<file path="src/rtl/adsr_pkg.sv">
// ----------------------------------------------------------------------------
// adsr_pkg
// Shared widths, codes and types of the adsr envelope generator.
// ----------------------------------------------------------------------------
package adsr_pkg;

  // full-scale gain, a power of two so that the sample scaling is a shift
  localparam int GAIN_FULL  = 16384;
  localparam int REG_W      = 15;
  localparam int CNT_W      = 31;
  localparam int SAMPLE_W   = 16;
  localparam int KEY_W      = 2;
  localparam int PHASE_W    = 2;
  localparam int IDX_W      = 3;

  localparam int REG_MAX    = 2**REG_W - 1;
  localparam int GAIN_MAX   = (GAIN_FULL > REG_MAX) ? GAIN_FULL : REG_MAX;
  localparam int GAIN_W     = $clog2(GAIN_MAX + 1);
  localparam int SUM_W      = $clog2(GAIN_MAX + REG_MAX + 1);
  localparam int PROD_W     = CNT_W + REG_W;
  localparam int SCALE_SH   = $clog2(GAIN_FULL / 4);
  localparam int MUL_W      = GAIN_W - 1 + SAMPLE_W;

  localparam logic [GAIN_W-1:0] GAIN_FULL_G  = GAIN_W'(GAIN_FULL);
  localparam logic [GAIN_W-1:0] GAIN_FLOOR_G = GAIN_W'(4);

  // key event codes
  localparam logic [KEY_W-1:0] KEY_ON  = 2'd1;
  localparam logic [KEY_W-1:0] KEY_OFF = 2'd2;

  // configuration register indexes
  localparam logic [IDX_W-1:0] REG_ATTACK  = 3'd0;
  localparam logic [IDX_W-1:0] REG_DECAY   = 3'd1;
  localparam logic [IDX_W-1:0] REG_SUSTAIN = 3'd2;
  localparam logic [IDX_W-1:0] REG_RELEASE = 3'd3;
  localparam logic [IDX_W-1:0] REG_FADE    = 3'd4;

  // register reset values
  localparam logic [REG_W-1:0] ATTACK_RST  = 15'd1024;
  localparam logic [REG_W-1:0] DECAY_RST   = 15'd8;
  localparam logic [REG_W-1:0] SUSTAIN_RST = 15'd4096;
  localparam logic [REG_W-1:0] RELEASE_RST = 15'd2;
  localparam logic [REG_W-1:0] FADE_RST    = 15'd0;

  typedef enum logic [PHASE_W-1:0] {
    PH_ATTACK  = 2'd0,
    PH_DECAY   = 2'd1,
    PH_RELEASE = 2'd2
  } phase_t;

  typedef struct packed {
    logic [REG_W-1:0] attack_step;
    logic [REG_W-1:0] decay_step;
    logic [REG_W-1:0] sustain_gain;
    logic [REG_W-1:0] release_step;
    logic [REG_W-1:0] fade_step;
  } cfg_regs_t;

  typedef struct packed {
    logic [GAIN_W-1:0] gain;
    phase_t            phase;
    logic              released;
    logic [CNT_W-1:0]  cnt;
  } env_state_t;

endpackage

</file>
<file path="src/rtl/adsr_in_if.sv">
// ----------------------------------------------------------------------------
// adsr_in_if
// Tick channel: key event and waveform sample with valid/ready.
// ----------------------------------------------------------------------------
interface adsr_in_if;
  logic                                   valid;
  logic                                   ready;
  logic [adsr_pkg::KEY_W-1:0]             key_event;
  logic signed [adsr_pkg::SAMPLE_W-1:0]   wave_sample;

  modport source (output valid, output key_event, output wave_sample, input ready);
  modport sink   (input valid, input key_event, input wave_sample, output ready);
endinterface

</file>
<file path="src/rtl/adsr_out_if.sv">
// ----------------------------------------------------------------------------
// adsr_out_if
// Result channel: gain, phase and scaled sample with valid/ready.
// ----------------------------------------------------------------------------
interface adsr_out_if;
  logic                                   valid;
  logic                                   ready;
  logic [adsr_pkg::REG_W-1:0]             envelope_gain;
  logic [adsr_pkg::PHASE_W-1:0]           env_phase;
  logic signed [adsr_pkg::SAMPLE_W-1:0]   scaled_sample;

  modport source (output valid, output envelope_gain, output env_phase,
                  output scaled_sample, input ready);
  modport sink   (input valid, input envelope_gain, input env_phase,
                  input scaled_sample, output ready);
endinterface

</file>
<file path="src/rtl/adsr_cfg_if.sv">
// ----------------------------------------------------------------------------
// adsr_cfg_if
// Configuration write channel: register index and data with valid/ready.
// ----------------------------------------------------------------------------
interface adsr_cfg_if;
  logic                           valid;
  logic                           ready;
  logic [adsr_pkg::IDX_W-1:0]     index;
  logic [adsr_pkg::REG_W-1:0]     data;

  modport source (output valid, output index, output data, input ready);
  modport sink   (input valid, input index, input data, output ready);
endinterface

</file>
<file path="src/rtl/adsr_update.sv">
// ----------------------------------------------------------------------------
// adsr_update
// One envelope step: key event, phase update, held counter and sample scaling.
// ----------------------------------------------------------------------------
module adsr_update (
  input  adsr_pkg::cfg_regs_t                  cfg,
  input  adsr_pkg::env_state_t                 cur,
  input  logic [adsr_pkg::PROD_W-1:0]          fade_prod,
  input  logic [adsr_pkg::KEY_W-1:0]           key_event,
  input  logic signed [adsr_pkg::SAMPLE_W-1:0] wave_sample,
  output adsr_pkg::env_state_t                 nxt,
  output logic signed [adsr_pkg::SAMPLE_W-1:0] scaled_sample
);
  import adsr_pkg::*;

  localparam logic signed [MUL_W-1:0] SAT_HI = MUL_W'(2**(SAMPLE_W-1) - 1);
  localparam logic signed [MUL_W-1:0] SAT_LO = -MUL_W'(2**(SAMPLE_W-1));
  localparam logic signed [MUL_W-1:0] RND    = MUL_W'(2**SCALE_SH - 1);
  localparam logic signed [MUL_W-1:0] NO_RND = '0;

  env_state_t              st;
  logic [SUM_W-1:0]        att_sum;
  logic [SUM_W-1:0]        dec_floor;
  logic [REG_W-1:0]        rel_step;
  logic [GAIN_W-2:0]       gain_q;
  logic signed [MUL_W-1:0] mul;
  logic signed [MUL_W-1:0] quot;

  assign att_sum   = SUM_W'(cur.gain) + SUM_W'(cfg.attack_step);
  assign dec_floor = SUM_W'(cfg.decay_step) + SUM_W'(cfg.sustain_gain);
  assign rel_step  = (cur.gain > GAIN_W'(cfg.sustain_gain)) ? cfg.decay_step
                                                            : cfg.release_step;

  always_comb begin
    // key event first
    st = cur;
    if (key_event == KEY_ON) begin
      st.released = 1'b0;
      st.cnt      = '0;
      st.phase    = PH_ATTACK;
    end else if (key_event == KEY_OFF) begin
      st.released = 1'b1;
    end

    nxt = st;
    unique case (st.phase)
      PH_ATTACK: begin
        if (st.released) begin
          nxt.phase = PH_RELEASE;
        end else if (att_sum > SUM_W'(GAIN_FULL_G)) begin
          nxt.gain  = GAIN_FULL_G;
          nxt.phase = PH_DECAY;
        end else begin
          nxt.gain = GAIN_W'(att_sum);
        end
      end
      PH_DECAY: begin
        if (st.released) begin
          nxt.phase = PH_RELEASE;
        end else if (SUM_W'(st.gain) < dec_floor) begin
          nxt.gain  = GAIN_W'(cfg.sustain_gain);
          nxt.phase = PH_RELEASE;
          nxt.cnt   = CNT_W'(1);
        end else begin
          nxt.gain = st.gain - GAIN_W'(cfg.decay_step);
        end
      end
      default: begin
        // sustain while held, release otherwise; fade product is cnt * fade
        if (!st.released) begin
          if (fade_prod > PROD_W'(cfg.sustain_gain)) begin
            nxt.gain     = GAIN_FLOOR_G;
            nxt.released = 1'b1;
          end else begin
            nxt.gain = GAIN_W'(cfg.sustain_gain - fade_prod[REG_W-1:0]);
          end
        end else if (st.gain != '0) begin
          if (st.gain < GAIN_W'(rel_step)) begin
            nxt.gain = '0;
          end else begin
            nxt.gain = st.gain - GAIN_W'(rel_step);
          end
        end
      end
    endcase

    // held counter, saturating
    if (!nxt.released && (nxt.cnt != '1)) begin
      nxt.cnt = nxt.cnt + CNT_W'(1);
    end
  end

  // sample scaled by (gain / 4) / (full / 4), rounded toward zero
  assign gain_q = nxt.gain[GAIN_W-1:2];
  assign mul    = $signed({1'b0, gain_q}) * wave_sample;
  assign quot   = (mul + (mul[MUL_W-1] ? RND : NO_RND)) >>> SCALE_SH;

  always_comb begin
    if (quot > SAT_HI) begin
      scaled_sample = SAMPLE_W'(SAT_HI);
    end else if (quot < SAT_LO) begin
      scaled_sample = SAMPLE_W'(SAT_LO);
    end else begin
      scaled_sample = quot[SAMPLE_W-1:0];
    end
  end

endmodule

</file>
<file path="src/rtl/adsr_envelope_generator.sv">
// ----------------------------------------------------------------------------
// adsr_envelope_generator
// ADSR envelope with sustain fade, applied to one waveform sample per tick.
// ----------------------------------------------------------------------------
//
//  channel  | dir | transaction                        | payload
//  ---------+-----+------------------------------------+---------------------------
//  in_ch    | in  | one audio tick                     | key_event, wave_sample
//  out_ch   | out | one result per tick                | envelope_gain, env_phase,
//           |     |                                    | scaled_sample
//  cfg_ch   | in  | one register write (always ready)  | index, data
//
//  one tick per clock unless a config write or a stalled result holds it: accepted
//  ticks land in an input register, the envelope update and the scaling multiply run
//  between that and the result register, which drives result valid
//  a config write stalls the ticks while the registered fade product
//  (held count times fade step) is refreshed from the new setting
//  the input register takes one more tick while a result is stalled, then
//  in_ch.ready drops until out_ch moves
//  synchronous active-low reset: gain 0, attack phase, key released
//
module adsr_envelope_generator (
  input  logic       clk,
  input  logic       rst_n,
  adsr_in_if.sink    in_ch,
  adsr_out_if.source out_ch,
  adsr_cfg_if.sink   cfg_ch
);
  import adsr_pkg::*;

  // configuration and envelope state
  cfg_regs_t          cfg_r;
  env_state_t         st_r;
  env_state_t         st_nxt;

  // fade product for the current held count, kept one step ahead
  logic [PROD_W-1:0]  prod_r;
  logic [PROD_W-1:0]  prod_nxt;
  logic [CNT_W-1:0]   prod_cnt;
  logic               stale_r;

  // input register
  logic                       in_valid_r;
  logic [KEY_W-1:0]           in_key_r;
  logic signed [SAMPLE_W-1:0] in_sample_r;

  // result register
  logic                       out_valid_r;
  logic [REG_W-1:0]           out_gain_r;
  logic [PHASE_W-1:0]         out_phase_r;
  logic signed [SAMPLE_W-1:0] out_sample_r;
  logic signed [SAMPLE_W-1:0] scaled_nxt;

  logic advance;
  logic in_take;
  logic cfg_take;

  // a tick moves on when the result slot is free and the fade product is current
  assign advance  = in_valid_r && !stale_r && (!out_valid_r || out_ch.ready);
  assign in_take  = in_ch.valid && in_ch.ready;
  assign cfg_take = cfg_ch.valid && cfg_ch.ready;

  assign in_ch.ready  = !in_valid_r || advance;
  assign cfg_ch.ready = 1'b1;

  assign out_ch.valid         = out_valid_r;
  assign out_ch.envelope_gain = out_gain_r;
  assign out_ch.env_phase     = out_phase_r;
  assign out_ch.scaled_sample = out_sample_r;

  adsr_update u_update (
    .cfg           (cfg_r),
    .cur           (st_r),
    .fade_prod     (prod_r),
    .key_event     (in_key_r),
    .wave_sample   (in_sample_r),
    .nxt           (st_nxt),
    .scaled_sample (scaled_nxt)
  );

  // product for the next tick, or a refresh after a config write
  assign prod_cnt = stale_r ? st_r.cnt : st_nxt.cnt;
  assign prod_nxt = PROD_W'(prod_cnt) * PROD_W'(cfg_r.fade_step);

  // control state
  always_ff @(posedge clk) begin
    if (!rst_n) begin
      cfg_r.attack_step  <= ATTACK_RST;
      cfg_r.decay_step   <= DECAY_RST;
      cfg_r.sustain_gain <= SUSTAIN_RST;
      cfg_r.release_step <= RELEASE_RST;
      cfg_r.fade_step    <= FADE_RST;
      st_r.gain          <= '0;
      st_r.phase         <= PH_ATTACK;
      st_r.released      <= 1'b1;
      st_r.cnt           <= '0;
      prod_r             <= '0;
      stale_r            <= 1'b0;
      in_valid_r         <= 1'b0;
      out_valid_r        <= 1'b0;
    end else begin
      if (cfg_take) begin
        unique case (cfg_ch.index)
          REG_ATTACK:  cfg_r.attack_step  <= cfg_ch.data;
          REG_DECAY:   cfg_r.decay_step   <= cfg_ch.data;
          REG_SUSTAIN: cfg_r.sustain_gain <= cfg_ch.data;
          REG_RELEASE: cfg_r.release_step <= cfg_ch.data;
          REG_FADE:    cfg_r.fade_step    <= cfg_ch.data;
          default: ;
        endcase
      end

      if (stale_r || advance) begin
        prod_r <= prod_nxt;
      end
      stale_r <= cfg_take;

      if (advance) begin
        st_r <= st_nxt;
      end

      if (in_take) begin
        in_valid_r <= 1'b1;
      end else if (advance) begin
        in_valid_r <= 1'b0;
      end

      if (advance) begin
        out_valid_r <= 1'b1;
      end else if (out_ch.ready) begin
        out_valid_r <= 1'b0;
      end
    end
  end

  // payload registers
  always_ff @(posedge clk) begin
    if (in_take) begin
      in_key_r    <= in_ch.key_event;
      in_sample_r <= in_ch.wave_sample;
    end
    if (advance) begin
      out_gain_r   <= st_nxt.gain[REG_W-1:0];
      out_phase_r  <= st_nxt.phase;
      out_sample_r <= scaled_nxt;
    end
  end

endmodule

</file>
<file path="src/flat_wrapper.sv">
// flat-port wrapper written by rule: the top's interface ports become plain ports
module adsr_envelope_generator_flat import adsr_pkg::*;
  (clk, rst_n, in_ch_valid, in_ch_key_event, in_ch_wave_sample, in_ch_ready, out_ch_valid, out_ch_envelope_gain, out_ch_env_phase, out_ch_scaled_sample, out_ch_ready, cfg_ch_valid, cfg_ch_index, cfg_ch_data, cfg_ch_ready);
  adsr_in_if in_ch_i ();
  adsr_out_if out_ch_i ();
  adsr_cfg_if cfg_ch_i ();
  input  logic clk;
  input  logic rst_n;
  input wire logic [$bits(in_ch_i.valid)-1:0] in_ch_valid;
  input wire logic [$bits(in_ch_i.key_event)-1:0] in_ch_key_event;
  input wire logic [$bits(in_ch_i.wave_sample)-1:0] in_ch_wave_sample;
  output wire logic [$bits(in_ch_i.ready)-1:0] in_ch_ready;
  output wire logic [$bits(out_ch_i.valid)-1:0] out_ch_valid;
  output wire logic [$bits(out_ch_i.envelope_gain)-1:0] out_ch_envelope_gain;
  output wire logic [$bits(out_ch_i.env_phase)-1:0] out_ch_env_phase;
  output wire logic [$bits(out_ch_i.scaled_sample)-1:0] out_ch_scaled_sample;
  input wire logic [$bits(out_ch_i.ready)-1:0] out_ch_ready;
  input wire logic [$bits(cfg_ch_i.valid)-1:0] cfg_ch_valid;
  input wire logic [$bits(cfg_ch_i.index)-1:0] cfg_ch_index;
  input wire logic [$bits(cfg_ch_i.data)-1:0] cfg_ch_data;
  output wire logic [$bits(cfg_ch_i.ready)-1:0] cfg_ch_ready;
  assign in_ch_i.valid = in_ch_valid;
  assign in_ch_i.key_event = in_ch_key_event;
  assign in_ch_i.wave_sample = in_ch_wave_sample;
  assign in_ch_ready = in_ch_i.ready;
  assign out_ch_valid = out_ch_i.valid;
  assign out_ch_envelope_gain = out_ch_i.envelope_gain;
  assign out_ch_env_phase = out_ch_i.env_phase;
  assign out_ch_scaled_sample = out_ch_i.scaled_sample;
  assign out_ch_i.ready = out_ch_ready;
  assign cfg_ch_i.valid = cfg_ch_valid;
  assign cfg_ch_i.index = cfg_ch_index;
  assign cfg_ch_i.data = cfg_ch_data;
  assign cfg_ch_ready = cfg_ch_i.ready;
  adsr_envelope_generator u_core (.clk(clk), .rst_n(rst_n), .in_ch(in_ch_i), .out_ch(out_ch_i), .cfg_ch(cfg_ch_i));
endmodule
</file>
<file path="config.mk">
export PLATFORM = sky130hd
export DESIGN_NAME = adsr_envelope_generator_flat
export DESIGN_NICKNAME = d
export VERILOG_FILES = /design/src/rtl/adsr_pkg.sv /design/src/rtl/adsr_in_if.sv /design/src/rtl/adsr_out_if.sv /design/src/rtl/adsr_cfg_if.sv /design/src/rtl/adsr_update.sv /design/src/rtl/adsr_envelope_generator.sv /design/src/flat_wrapper.sv
export SDC_FILE = /design/constraint.sdc
export NUM_CORES = 2
export LEC_CHECK = 0
export ABC_AREA = 1
export BUFFER_PORTS_ARGS = -buffer_cell sky130_fd_sc_hd__buf_2
export CORE_MARGIN = 5
export CORE_UTILIZATION = 55
export CTS_CLUSTER_SIZE = 20
export DETAILED_ROUTE_END_ITERATION = 8
export HOLD_SLACK_MARGIN = 0.06
export PLACE_DENSITY = 0.83
export SYNTH_ARGS = -nofsm -noshare
export SYNTH_HDL_FRONTEND = slang
export SYNTH_SLANG_ARGS = --single-unit
</file>
<file path="constraint.sdc">
create_clock -name clk -period 12.8 [get_ports clk]
set_clock_uncertainty 0.05 [all_clocks]
set_input_delay 0 -clock clk [delete_from_list [all_inputs] [get_ports clk]]
set_output_delay 0 -clock clk [all_outputs]
set_load 0.05 [all_outputs]
</file>
==> flow_summary.yaml <==
yosys:
  netlist_instances: 4905
  synth-seq-cells: 224
  synth_warnings: 0
  syn_area_um2: 37600
  synth_fp_nets: 5834
  synth_cell_types: 70
  synth_async_sr_flop_share: 0
  syn_area_per_cell_um2: 7.66
  sequential_share_of_the_synthesized_area: 0.133
  synth-main-ff-cell: "dfxtp_1"
  synth_edf_count: 51
critical_path:
  worst-setup-path-type: "reg2reg"
  worst_path_largest_cell_delay_ps: 550
  worst_path_max_delay_cell: "fa_1"
  critical-path-top-delay-family: "adder cells"
  critical_path_peak_fanout: 15
  cp.buffers_inverters: 13
  required_ps: 13110
  worst_path_most_repeated_cell: "inv_1"
  worstSetupStartpointType: "flip-flop"
  setup.worst_path.end_class: "flip-flop"
  cp.arrival_ps: 12410
clock_tree:
  cts_made_buffers: 27
  insertion_delay_ps: 620
  path_clk_slew_ps: 60
  max_buffers_root_to_sink: 3
  root_buffer: "clkbuf_16"
  clock_sink_count: 224
  cts_tree: "built"
  htree_levels: 1
grt:
  antenna_violations_before_repair: 1
  grt_max_degree: 104
  grt.total_usage: 0.307
  first_global_vias: 34400
  global_route_wire_length_before_repair_um: 182000
  globalRoute.totalOverflow: 0
cells_and_area:
  antennaDiodeCount: 0
  mostFrequentLayoutCell: "inv_1"
  area.growth.synth_to_final_pct: 9.38
  most_frequent_cells_in_the_layout: "inv_1 (995), nand2_1 (935), fa_1 (582)"
  layout.cells.non_filler: 5929
  drive_above_1_share: 0.0789
  design.final.nets: 5964
sta:
  final-max-slew-violation-count: 0
  tightest_slew_ps: 1200
  finalCritPeriodShare: 0.945
  setup-violations-final: 0
  max-slew-margin-rel: 0.196
  hold_viol: 0
  finalWorstPathRequiredPeriod_ps: 12100
  maximum_clock_frequency_ghz: 0.0827
route:
  dr.pass1.iters: 6
  routed_antenna_nets: 0
  wire_per_inst_um: 19.3
  via_count: 33900
  wl_um: 114000
  detail_route.iter0.violations: 3246
  drt-vias-per-instance: 5.72
  drcViolationCount: 0
placed_design:
  number_of_port_buffers: 75
  routability_congestion_estimate: 1.04
  post-dp-hpwl_um: 89600
  dp_cells: 5789
die:
  die_footprint_um2: 73700
  core-area_um2: 67500
  start_util: 0.557
  rows: 95
  ports_placed_on_the_boundary: 77
  dieHeight_um: 271
  floorplan.die.width_um: 271
run:
  maxCapViolations: 0
run_status:
  status: "finished clean"
worst_hold_path:
  timing.hold.worst.class: "in2reg"
-- metal layers --
metal,vias to the layer above,share of wire,global-route usage
li1,15400,-,-
met1,16100,0.37,0.388
met2,1939,0.45,0.498
met3,442,0.11,0.0653
met4,0,0.065,0.164
met5,-,0,0
-- metrics by stage --
step                setup WS [ps]   util  hold WS (ps)  instance area [µm²]  setup TNS [ps]
global route                -19.6  0.609           184                41100           -34.6
CTS                           108  0.603           126                40700               0
detailed placement            110  0.579           128                39100               0
finish                        701  0.609           174                41100               0
floorplan                    1080      -          43.5                37600               0
global placement              422  0.579           127                39100               0
-- tightest hold or removal path, delay by kind of cell --
family          cells  cell delay (ps)
compound gates      1               60
buf+inv             3              670
simple gates        1               40
-- final timing paths --
check                                              startpoint                                            to  slack [ps]  cells after the start
worst max-delay path            u_core.cfg_r[45]$_SDFFE_PN0P_  u_core.out_ch.scaled_sample[3]$_SDFFCE_PN1P_         700                     63
worst min-delay path                             out_ch_ready              u_core.out_ch.valid$_SDFFE_PN0P_         170                      5
worst max register to register  u_core.cfg_r[45]$_SDFFE_PN0P_  u_core.out_ch.scaled_sample[3]$_SDFFCE_PN1P_         700                     63
worst min register to register  u_core.cfg_r[21]$_SDFFE_PN0P_                 u_core.cfg_r[21]$_SDFFE_PN0P_         430                      2
-- what timing repair did --
action / in CTS / in global routing
buffers inserted: 0 / 21
gates resized for setup: 0 / 55
hold endpoints to repair: 115 / 0
hold buffers: 68 / 0
endpoints found under the setup margin: 0 / 34
-- cells by family (layout without fill, tap and decap cells) --
kind of cell,after synthesis,after routing,share of synthesized area
xor+xnor,128,128,0.0300
fa+ha+maj,888,888,0.412
other cells,1,1,0.0000998
flops,224,224,0.133
compound gates,737,738,0.111
buf+inv,1193,1343,0.121
simple gates,1734,1734,0.193
-- flip-flops by register name, indices dropped and copies added (netlist names) --
name                         flops
u_core.cfg_r                    75
u_core.st_r                     49
u_core.prod_r                   46
u_core.in_sample_r              16
u_core.out_ch.scaled_sample     16
u_core.out_ch.envelope_gain     15
u_core.in_key_r                  2
u_core.out_ch.env_phase          2
u_core.in_valid_r                1
u_core.out_ch.valid              1
u_core.stale_r                   1
-- cell usage after synthesis, types with 15 or more instances --
| master | count | area, µm² |
|---|---|---|
| nand2_2 | 35 | 219 |
| dfxtp_1 | 173 | 3460 |
| buf_1 | 15 | 56.3 |
| xnor2_1 | 35 | 307 |
| o21ai_0 | 235 | 1180 |
| xor2_1 | 92 | 806 |
| edfxtp_1 | 51 | 1530 |
| nand2_1 | 940 | 3530 |
| o21bai_1 | 15 | 113 |
| a21oi_1 | 324 | 1620 |
| a31oi_1 | 21 | 131 |
| o211ai_1 | 45 | 338 |
| ha_1 | 306 | 3830 |
| nor2_1 | 498 | 1870 |
| nor3_1 | 31 | 155 |
| nand3_1 | 124 | 621 |
| inv_1 | 1002 | 3760 |
| inv_2 | 20 | 75.1 |
| nand4_1 | 22 | 138 |
| clkbuf_1 | 125 | 469 |
| fa_1 | 582 | 11700 |
-- layout make-up --
cell class,instances,area (µm²)
clock buffer,33,748
tap,873,1090
clock inverter,17,191
multi-input combinational,3489,28200
fill,5776,26400
timing repair buffer,255,1930
sequential,224,5000
inverter,1038,3920
Power is left out: the tool's default activity adds up to more than one toggle a clock period on the data nets, which glitch-free logic cannot reach.
